--- src/rtl/core/rcdp_pkg.sv ---
package rcdp_pkg;

  localparam logic [23:0] NOISE_FLOOR  = 24'd42;
  localparam int          CURVE_POINTS = 200;
  localparam int          CURVE_AW     = 8;
  localparam int          WIN_AW       = 6;
  localparam int          SQRT_CYCLES  = 12;  // 24 root bits, two per cycle
  localparam int          DIV_CYCLES   = 20;  // 40 quotient bits, two per cycle
  localparam int          CNT_W        = 5;

  localparam logic [1:0] CMD_PROCESS = 2'd0;
  localparam logic [1:0] CMD_CURVE   = 2'd1;
  localparam logic [1:0] CMD_BYPASS  = 2'd2;

  localparam logic [1:0] MODE_MAX      = 2'd0;
  localparam logic [1:0] MODE_AVG      = 2'd1;
  localparam logic [1:0] MODE_UNLINKED = 2'd2;

  localparam logic [2:0] REG_INPUT_GAIN  = 3'd0;
  localparam logic [2:0] REG_OUTPUT_GAIN = 3'd1;
  localparam logic [2:0] REG_ATTACK      = 3'd2;
  localparam logic [2:0] REG_RELEASE     = 3'd3;
  localparam logic [2:0] REG_STEREO_MODE = 3'd4;
  localparam logic [2:0] REG_DRY_LEVEL   = 3'd5;
  localparam logic [2:0] REG_WET_LEVEL   = 3'd6;

  typedef struct packed {
    logic [15:0] input_gain;
    logic [15:0] output_gain;
    logic [15:0] attack_coeff;
    logic [15:0] release_coeff;
    logic [1:0]  stereo_mode;
    logic [15:0] dry_level;
    logic [15:0] wet_level;
  } cfg_t;

  typedef struct packed {
    logic load;
    logic curve_wr;
    logic bypass;
    logic gain;
    logic square;
    logic sum;
    logic sqrt_step;
    logic fol_mul;
    logic fol_add;
    logic link;
    logic rd0;
    logic rd1;
    logic cap;
    logic imul;
    logic iadd;
    logic gmul;
    logic div_step;
    logic outg;
    logic mix_mul;
    logic mix_add;
  } dp_cmd_t;

  typedef struct packed {
    logic [1:0] command;
  } dp_sts_t;

endpackage

--- src/rtl/core/rcdp_ctrl.sv ---
module rcdp_ctrl (
  input  logic              clk,
  input  logic              rst,
  input  logic              in_valid,
  output logic              in_ready,
  output logic              out_valid,
  input  logic              out_ready,
  input  rcdp_pkg::dp_sts_t sts,
  output rcdp_pkg::dp_cmd_t cmd
);

  typedef enum logic [20:0] {
    ST_IDLE   = 21'h000001,
    ST_DECODE = 21'h000002,
    ST_CWR    = 21'h000004,
    ST_BYP    = 21'h000008,
    ST_GAIN   = 21'h000010,
    ST_SQ     = 21'h000020,
    ST_SUM    = 21'h000040,
    ST_SQRT   = 21'h000080,
    ST_FMUL   = 21'h000100,
    ST_FADD   = 21'h000200,
    ST_LINK   = 21'h000400,
    ST_RD0    = 21'h000800,
    ST_RD1    = 21'h001000,
    ST_CAP    = 21'h002000,
    ST_IMUL   = 21'h004000,
    ST_IADD   = 21'h008000,
    ST_GMUL   = 21'h010000,
    ST_DIV    = 21'h020000,
    ST_OUTG   = 21'h040000,
    ST_MMUL   = 21'h080000,
    ST_MADD   = 21'h100000
  } state_t;

  state_t                       state, state_next;
  logic [rcdp_pkg::CNT_W-1:0]   cnt, cnt_next;
  logic                         out_free;

  assign out_free = !out_valid || out_ready;
  assign in_ready = (state == ST_IDLE);

  always_comb begin
    cmd        = '0;
    state_next = state;
    cnt_next   = '0;
    unique case (state)
      ST_IDLE: begin
        if (in_valid) begin
          cmd.load   = 1'b1;
          state_next = ST_DECODE;
        end
      end
      ST_DECODE: begin
        priority case (sts.command)
          rcdp_pkg::CMD_PROCESS: state_next = ST_GAIN;
          rcdp_pkg::CMD_CURVE:   state_next = ST_CWR;
          rcdp_pkg::CMD_BYPASS:  state_next = ST_BYP;
          default:               state_next = ST_IDLE;
        endcase
      end
      ST_CWR: begin
        cmd.curve_wr = 1'b1;
        state_next   = ST_IDLE;
      end
      ST_BYP: begin
        if (out_free) begin
          cmd.bypass = 1'b1;
          state_next = ST_IDLE;
        end
      end
      ST_GAIN: begin cmd.gain = 1'b1;    state_next = ST_SQ;   end
      ST_SQ:   begin cmd.square = 1'b1;  state_next = ST_SUM;  end
      ST_SUM:  begin cmd.sum = 1'b1;     state_next = ST_SQRT; end
      ST_SQRT: begin
        cmd.sqrt_step = 1'b1;
        if (cnt == rcdp_pkg::CNT_W'(rcdp_pkg::SQRT_CYCLES - 1)) state_next = ST_FMUL;
        else cnt_next = cnt + 1'b1;
      end
      ST_FMUL: begin cmd.fol_mul = 1'b1; state_next = ST_FADD; end
      ST_FADD: begin cmd.fol_add = 1'b1; state_next = ST_LINK; end
      ST_LINK: begin cmd.link = 1'b1;    state_next = ST_RD0;  end
      ST_RD0:  begin cmd.rd0 = 1'b1;     state_next = ST_RD1;  end
      ST_RD1:  begin cmd.rd1 = 1'b1;     state_next = ST_CAP;  end
      ST_CAP:  begin cmd.cap = 1'b1;     state_next = ST_IMUL; end
      ST_IMUL: begin cmd.imul = 1'b1;    state_next = ST_IADD; end
      ST_IADD: begin cmd.iadd = 1'b1;    state_next = ST_GMUL; end
      ST_GMUL: begin cmd.gmul = 1'b1;    state_next = ST_DIV;  end
      ST_DIV: begin
        cmd.div_step = 1'b1;
        if (cnt == rcdp_pkg::CNT_W'(rcdp_pkg::DIV_CYCLES - 1)) state_next = ST_OUTG;
        else cnt_next = cnt + 1'b1;
      end
      ST_OUTG: begin cmd.outg = 1'b1;    state_next = ST_MMUL; end
      ST_MMUL: begin cmd.mix_mul = 1'b1; state_next = ST_MADD; end
      ST_MADD: begin
        if (out_free) begin
          cmd.mix_add = 1'b1;
          state_next  = ST_IDLE;
        end
      end
      default: state_next = ST_IDLE;
    endcase
  end

  always_ff @(posedge clk) begin
    if (rst) begin
      state     <= ST_IDLE;
      cnt       <= '0;
      out_valid <= 1'b0;
    end else begin
      state <= state_next;
      cnt   <= cnt_next;
      if (cmd.mix_add || cmd.bypass) out_valid <= 1'b1;
      else if (out_ready)            out_valid <= 1'b0;
    end
  end

endmodule

--- config.mk ---
export PLATFORM = sky130hd
export DESIGN_NAME = rcdp_ctrl
export DESIGN_NICKNAME = d
export VERILOG_FILES = /design/src/rtl/core/rcdp_pkg.sv /design/src/rtl/core/rcdp_ctrl.sv
export SDC_FILE = /design/constraint.sdc
export NUM_CORES = 1
export LEC_CHECK = 0
export BUFFER_PORTS_ARGS = -buffer_cell sky130_fd_sc_hd__buf_4
export CORE_UTILIZATION = 55
export CTS_CLUSTER_DIAMETER = 100
export DETAILED_ROUTE_END_ITERATION = 10
export HOLD_SLACK_MARGIN = 0.15
export PLACE_DENSITY = 0.86
export SETUP_SLACK_MARGIN = 0.3
export SKIP_LAST_GASP = 1
export SYNTH_ARGS = -nofsm -noshare
export SYNTH_HDL_FRONTEND = slang
export SYNTH_SLANG_ARGS = --single-unit
--- constraint.sdc ---
create_clock -name clk -period 3.2 [get_ports clk]
set_clock_uncertainty 0.15 [all_clocks]
set_input_delay 0.64 -clock clk [delete_from_list [all_inputs] [get_ports clk]]
set_output_delay 0.64 -clock clk [all_outputs]
set_load 0.02 [all_outputs]
### Yosys cells after proc, flatten, opt, wreduce, memory -nomap -nowiden

Cells that the tools add are included.

| cells by class | value |
|---|---|
| add/sub/neg operators | 1 |
| equality and inequality tests | 29 |
| mux-type cells | 33 |
| reduce and logical (&&, ||, !) cells | 7 |

Operator list:

| cell | count |
|---|---|
| 21-bit one-hot mux with 19 select lines | 1 |
| 21-bit two-way mux | 4 |
| 1-bit two-way mux | 24 |
| 21-bit by 1-bit equality test with 1-bit output (second input constant) | 1 |
| 21-bit by 10-bit equality test with 1-bit output (second input constant) | 1 |
| 21-bit by 11-bit equality test with 1-bit output (second input constant) | 1 |
| 21-bit by 12-bit equality test with 1-bit output (second input constant) | 1 |
| 21-bit by 13-bit equality test with 1-bit output (second input constant) | 1 |
| 21-bit by 14-bit equality test with 1-bit output (second input constant) | 1 |
| 21-bit by 15-bit equality test with 1-bit output (second input constant) | 1 |
| 21-bit by 16-bit equality test with 1-bit output (second input constant) | 1 |
| 21-bit by 17-bit equality test with 1-bit output (second input constant) | 1 |
| 21-bit by 18-bit equality test with 1-bit output (second input constant) | 1 |
| 21-bit by 19-bit equality test with 1-bit output (second input constant) | 1 |
| 21-bit by 2-bit equality test with 1-bit output (second input constant) | 1 |
| 21-bit by 20-bit equality test with 1-bit output (second input constant) | 1 |
| 21-bit equality test (second input constant) | 1 |
| 21-bit by 3-bit equality test with 1-bit output (second input constant) | 1 |
| 21-bit by 4-bit equality test with 1-bit output (second input constant) | 1 |
| 21-bit by 5-bit equality test with 1-bit output (second input constant) | 1 |
| 21-bit by 6-bit equality test with 1-bit output (second input constant) | 1 |
| 21-bit by 7-bit equality test with 1-bit output (second input constant) | 1 |
| 21-bit by 8-bit equality test with 1-bit output (second input constant) | 1 |
| 21-bit by 9-bit equality test with 1-bit output (second input constant) | 1 |
| other kinds (16) | 20 |

| word-level totals | value |
|---|---|
| bits in registers | 27 |
| input bits | 6 |
| output and inout port bits | 22 |
| word-level logic and storage cells | 73 |

### Logic depth before layout (Yosys ltp)

| logic depth | value |
|---|---|
| word-level depth | 6 |
| gate-level depth with buffers | 7 |

### Worst setup path before layout

OpenSTA, ideal clock, no wires.

| timing path | value |
|---|---|
| kind | reg-to-output |
| start point | reg state[10] |
| end point | out cmd[19] (netlist bit) |
| arrival time | 2.306 ns |
| data required time | 2.410 ns |
| slack | 0.104 ns |
| stages on the path, launching flop included | 6 |
| path through | dfxtp_1 -> or4_1 -> or4_4 -> or2_1 -> nor2_1 -> and2_1 |

RTL lines:

| what | line | RTL |
|---|---|---|
| start, declared | rcdp_ctrl.sv:36 | `state_t state, state_next;` |
| start signal, assigned | rcdp_ctrl.sv:112 | `state <= state_next;` |
| end, declared | rcdp_ctrl.sv:9 | `output rcdp_pkg::dp_cmd_t cmd` |

==> run_results.csv <==
group,metric,value,unit
status,outcome,"completed",
routing,detailroute.via_count,1757,
synth,synth-simple-area-share,47.1,%
synth,syn-num-nets,195,
clock_tree,cts_root_buffer,"clkbuf_4",
synth,synth_edf_count,0,
worst_setup_path,worst-r2r-cell-count,7,
timing,rsz0062_at_grt,"true",
global_routing,grtUsageTotal,28.5,%
clock_tree,tritoncts.num_buffers,3,
worst_hold_path,worstHoldEndpoint,"cnt[0]$_SDFF_PP0_",
clock_tree,cts.path.max_buffers,2,
pwr,power.density_cell_area,281,mW/mm2
routing,finalWirelength,4740,um
synth,post_synth_mux_area_share,0,%
synth,synth-xor-area-share,3.37,%
clock_tree,h-tree-depth,1,
synth,synth-seq-cells,27,
timing,slew-limit-headroom,51.2,%
job,maxCapViolations,0,
timing,post-route-min-period,3.19,ns
floorplan,die_w,55.3,um
placement,dp_hpwl,3250,um
clock_tree,post_cts_hold_buffer_count,0,
worst_hold_path,hold_path_stages,1,
worst_setup_path,reg2reg_setup_slack,0.34,ns
cells_and_area,insertedDiodeCount,0,
synth,yosysMostFrequentCell,"dfxtp_1",
timing,fin_tns_setup,0,ns
worst_setup_path,crit-reg2reg-launch,"state[11]$_SDFFE_PP0P_",
routing,wl_per_cell,17.9,um
clock_tree,clkLatencyLatePin,0.32,ns
synth,portion_of_synthesized_cell_area_occupied_by_the_leading_cell_type,34.6,%
timing,final_min_period_over_clock_period,99.7,%
worst_hold_path,min-delay-path-class,"reg2reg",
global_routing,globalRouteOverflowTotal,0,
synth,netlist.top_cell.by_area,"dfxtp_1",
cells_and_area,finish.cell_count_without_fillers,265,
routing,via_per_inst,6.63,
worst_hold_path,hold_path_startpoint,"cnt[0]$_SDFF_PP0_",
worst_setup_path,regToRegEndpoint,"state[2]$_SDFFE_PP0P_",
clock_tree,tritoncts_num_sinks,27,
routing,drc_errors,0,
synth,synth.cells.most_frequent,"27 x dfxtp_1, 24 x nor2_1, 10 x and3_1, 10 x nor4_1, 9 x nand2b_1",
worst_setup_path,data_required_time_of_the_critical_path,2.41,ns
routing,drt-pass1-iter-count,4,
synth,dominantRegCellSynth,"dfxtp_1",
placement,gp_congestion,0.952,
synth,synthesis.area_per_instance,8.31,um2
clock_tree,worst_setup_hold_path_clk_slew,0.14,ns
timing,report.final.hold_viol_count,0,
timing,timing.final.max_slew_violations,0,
pwr,leakage,0.917,nW
worst_setup_path,critical_path_class,"reg2out",
synth,synth_adder_area_share,0.801,%
timing,setup_viol,0,
synth,mappedNetlistArea,0.00156,mm2
global_routing,first_global_vias,1568,
global_routing,pin_count_of_the_biggest_net_entering_global_routing,15,
cells_and_area,synthesis_to_finish_area_growth,36.0,%
synth,compound_cell_area_share_of_the_yosys_netlist,11.7,%
pwr,ir_drop_worst_vdd,260,uV
worst_setup_path,critPathArrivalTime,2.40,ns
synth,synth_top_family_by_area,"simple AND/OR/NAND/NOR gates",
synth,synth_warnings,0,
floorplan,std_cell_rows,18,
synth,synth_seq_area_share,34.6,%
cells_and_area,post_route_cells_drive_above_1_share,39.6,%
synth,count_of_unique_library_cells_instantiated_by_yosys,47,
global_routing,antenna_found_initial,0,
routing,detail_route.iter0.violations,117,
synth,synth.top_cells.by_area,"dfxtp_1 35%, nor2_1 5.8%, and3_1 4.0%, nor4_1 4.0%, nand2b_1 3.6%",
worst_setup_path,timing.critical_path.from_type,"register",
placement,placement.io_buffers,27,
global_routing,wire_length_of_the_first_global_routing_pass,7040,um
timing,maximum_achievable_frequency,0.314,GHz
worst_setup_path,critPathCaptureType,"output port",
worst_setup_path,crit_path_max_fanout,2,
routing,final_antenna_net_count,0,
floorplan,die-height,55.3,um
cells_and_area,layout.nets,243,
synth,synthCells,188,
floorplan,die-area,0.00306,mm2
clock_tree,clock_tree_from_tritoncts,"built",
floorplan,start_util,60.3,%
floorplan,floorplan.io_pins,28,
placement,placed_cells,246,
floorplan,coreArea,0.00259,mm2
timing,worst-slew-pin-transition,0.729,ns
synth,synthArstFlopShare,0,%
critical path: stages, from the launching register on:
cell	delay, ns
dfxtp_2	0.35
or4_4	0.54
or3_4	0.34
or4_4	0.47
nor3b_4	0.23
buf_6	0.15
through the flow:
step / util, % / setup slack (ns) / power [mW] / area, um2 / hold WS, ns
after global routing: 82.0 / -0.0373 / 0.618 / 2120 / 0.314
after CTS: 75.3 / 0.0143 / 0.577 / 1950 / 0.328
after floorplan: - / 0.298 / 0.406 / 1580 / 0.268
after global placement: 71.0 / 0.270 / 0.425 / 1840 / 0.279
after detailed placement: 71.0 / 0.225 / 0.427 / 1840 / 0.302
final: 82.0 / 0.0110 / 0.597 / 2120 / 0.321
timing repair:
action,4_1_cts,5_1_grt
pin swaps,2,10
gates resized for setup,17,26
buffers inserted,5,10
endpoints found under the setup margin,12,20
worst max path at each step:
stage,depth (start not counted),start,slack (ns),endpoint
after floorplan,5,state[10]$_SDFFE_PP0P_,0.30,cmd[19]
after global placement,6,state[10]$_SDFFE_PP0P_,0.27,cmd[19]
after detailed placement,6,state[10]$_SDFFE_PP0P_,0.22,cmd[19]
after CTS,6,state[5]$_SDFFE_PP0P_,0.01,cmd[19]
after global routing,6,state[11]$_SDFFE_PP0P_,-0.04,cmd[19]
final,5,state[0]$_SDFFE_PP1P_,0.01,cmd[6]
registers in the layout, summed over array words and instances, names as in the netlist:
| register | cells |
|---|---|
| state | 21 |
| cnt | 5 |
| out_valid | 1 |
area by class of cell:
cell class | instances | area, um2
sequential | 27 | 563
clock buffer | 4 | 26.3
tap | 30 | 37.5
fill | 174 | 467
timing repair buffer | 47 | 375
inverter | 4 | 15.0
multi-input combinational | 153 | 1110
cells by family (layout without fill, tap and decap cells):
kind of cell    count (synthesis)  in the layout
simple gates                  119            119
compound gates                 27             27
flops                          27             27
buf+inv                         8             55
xor+xnor                        6              6
fa+ha+maj                       1              1
per-layer routing:
metal | wire [um] | GRT usage, % | part of all wire (%)
met4 | 174 | 7.86 | 3.7
met5 | 0 | 0 | 0
met1 | 1950 | 35.1 | 41
met3 | 360 | 4.68 | 7.6
met2 | 2260 | 50.8 | 48
placed cells by master, fill, tap and decap left out, types with 2 or more instances in the layout:
| cell | count |
|---|---|
| buf_4 | 41 |
| nor2_1 | 20 |
| dfxtp_1 | 17 |
| and3_1 | 10 |
| nand2b_1 | 9 |
| or4_4 | 7 |
| nor4_1 | 6 |
| a21oi_1 | 6 |
| buf_6 | 6 |
| dfxtp_2 | 6 |
| nand2_1 | 5 |
| nor4_2 | 5 |
| nor2b_1 | 5 |
| nand3_1 | 5 |
| nand4_1 | 5 |
| nor3_1 | 5 |
| nor4b_1 | 5 |
| xor2_1 | 5 |
| o21ai_0 | 5 |
| nor3_2 | 4 |
| inv_1 | 4 |
| dfxtp_4 | 4 |
| or3_4 | 3 |
| nor2_4 | 3 |
| a32oi_1 | 3 |
| clkbuf_4 | 3 |
| nor3b_4 | 2 |
| or2_2 | 2 |
| nor3b_1 | 2 |
| nand3b_1 | 2 |
| a31oi_1 | 2 |
| nor4bb_1 | 2 |
| o21ba_1 | 2 |
| o31ai_1 | 2 |
| and2_1 | 2 |
power breakdown:
| group | switching (mW) | leakage, nW | internal (mW) |
|---|---|---|---|
| Clock | 0.0992 | 0.0150 | 0.0488 |
| Sequential | 0.00227 | 0.223 | 0.336 |
| Combinational | 0.0596 | 0.678 | 0.0505 |
Note: power is estimated with default switching activity, not from simulation.
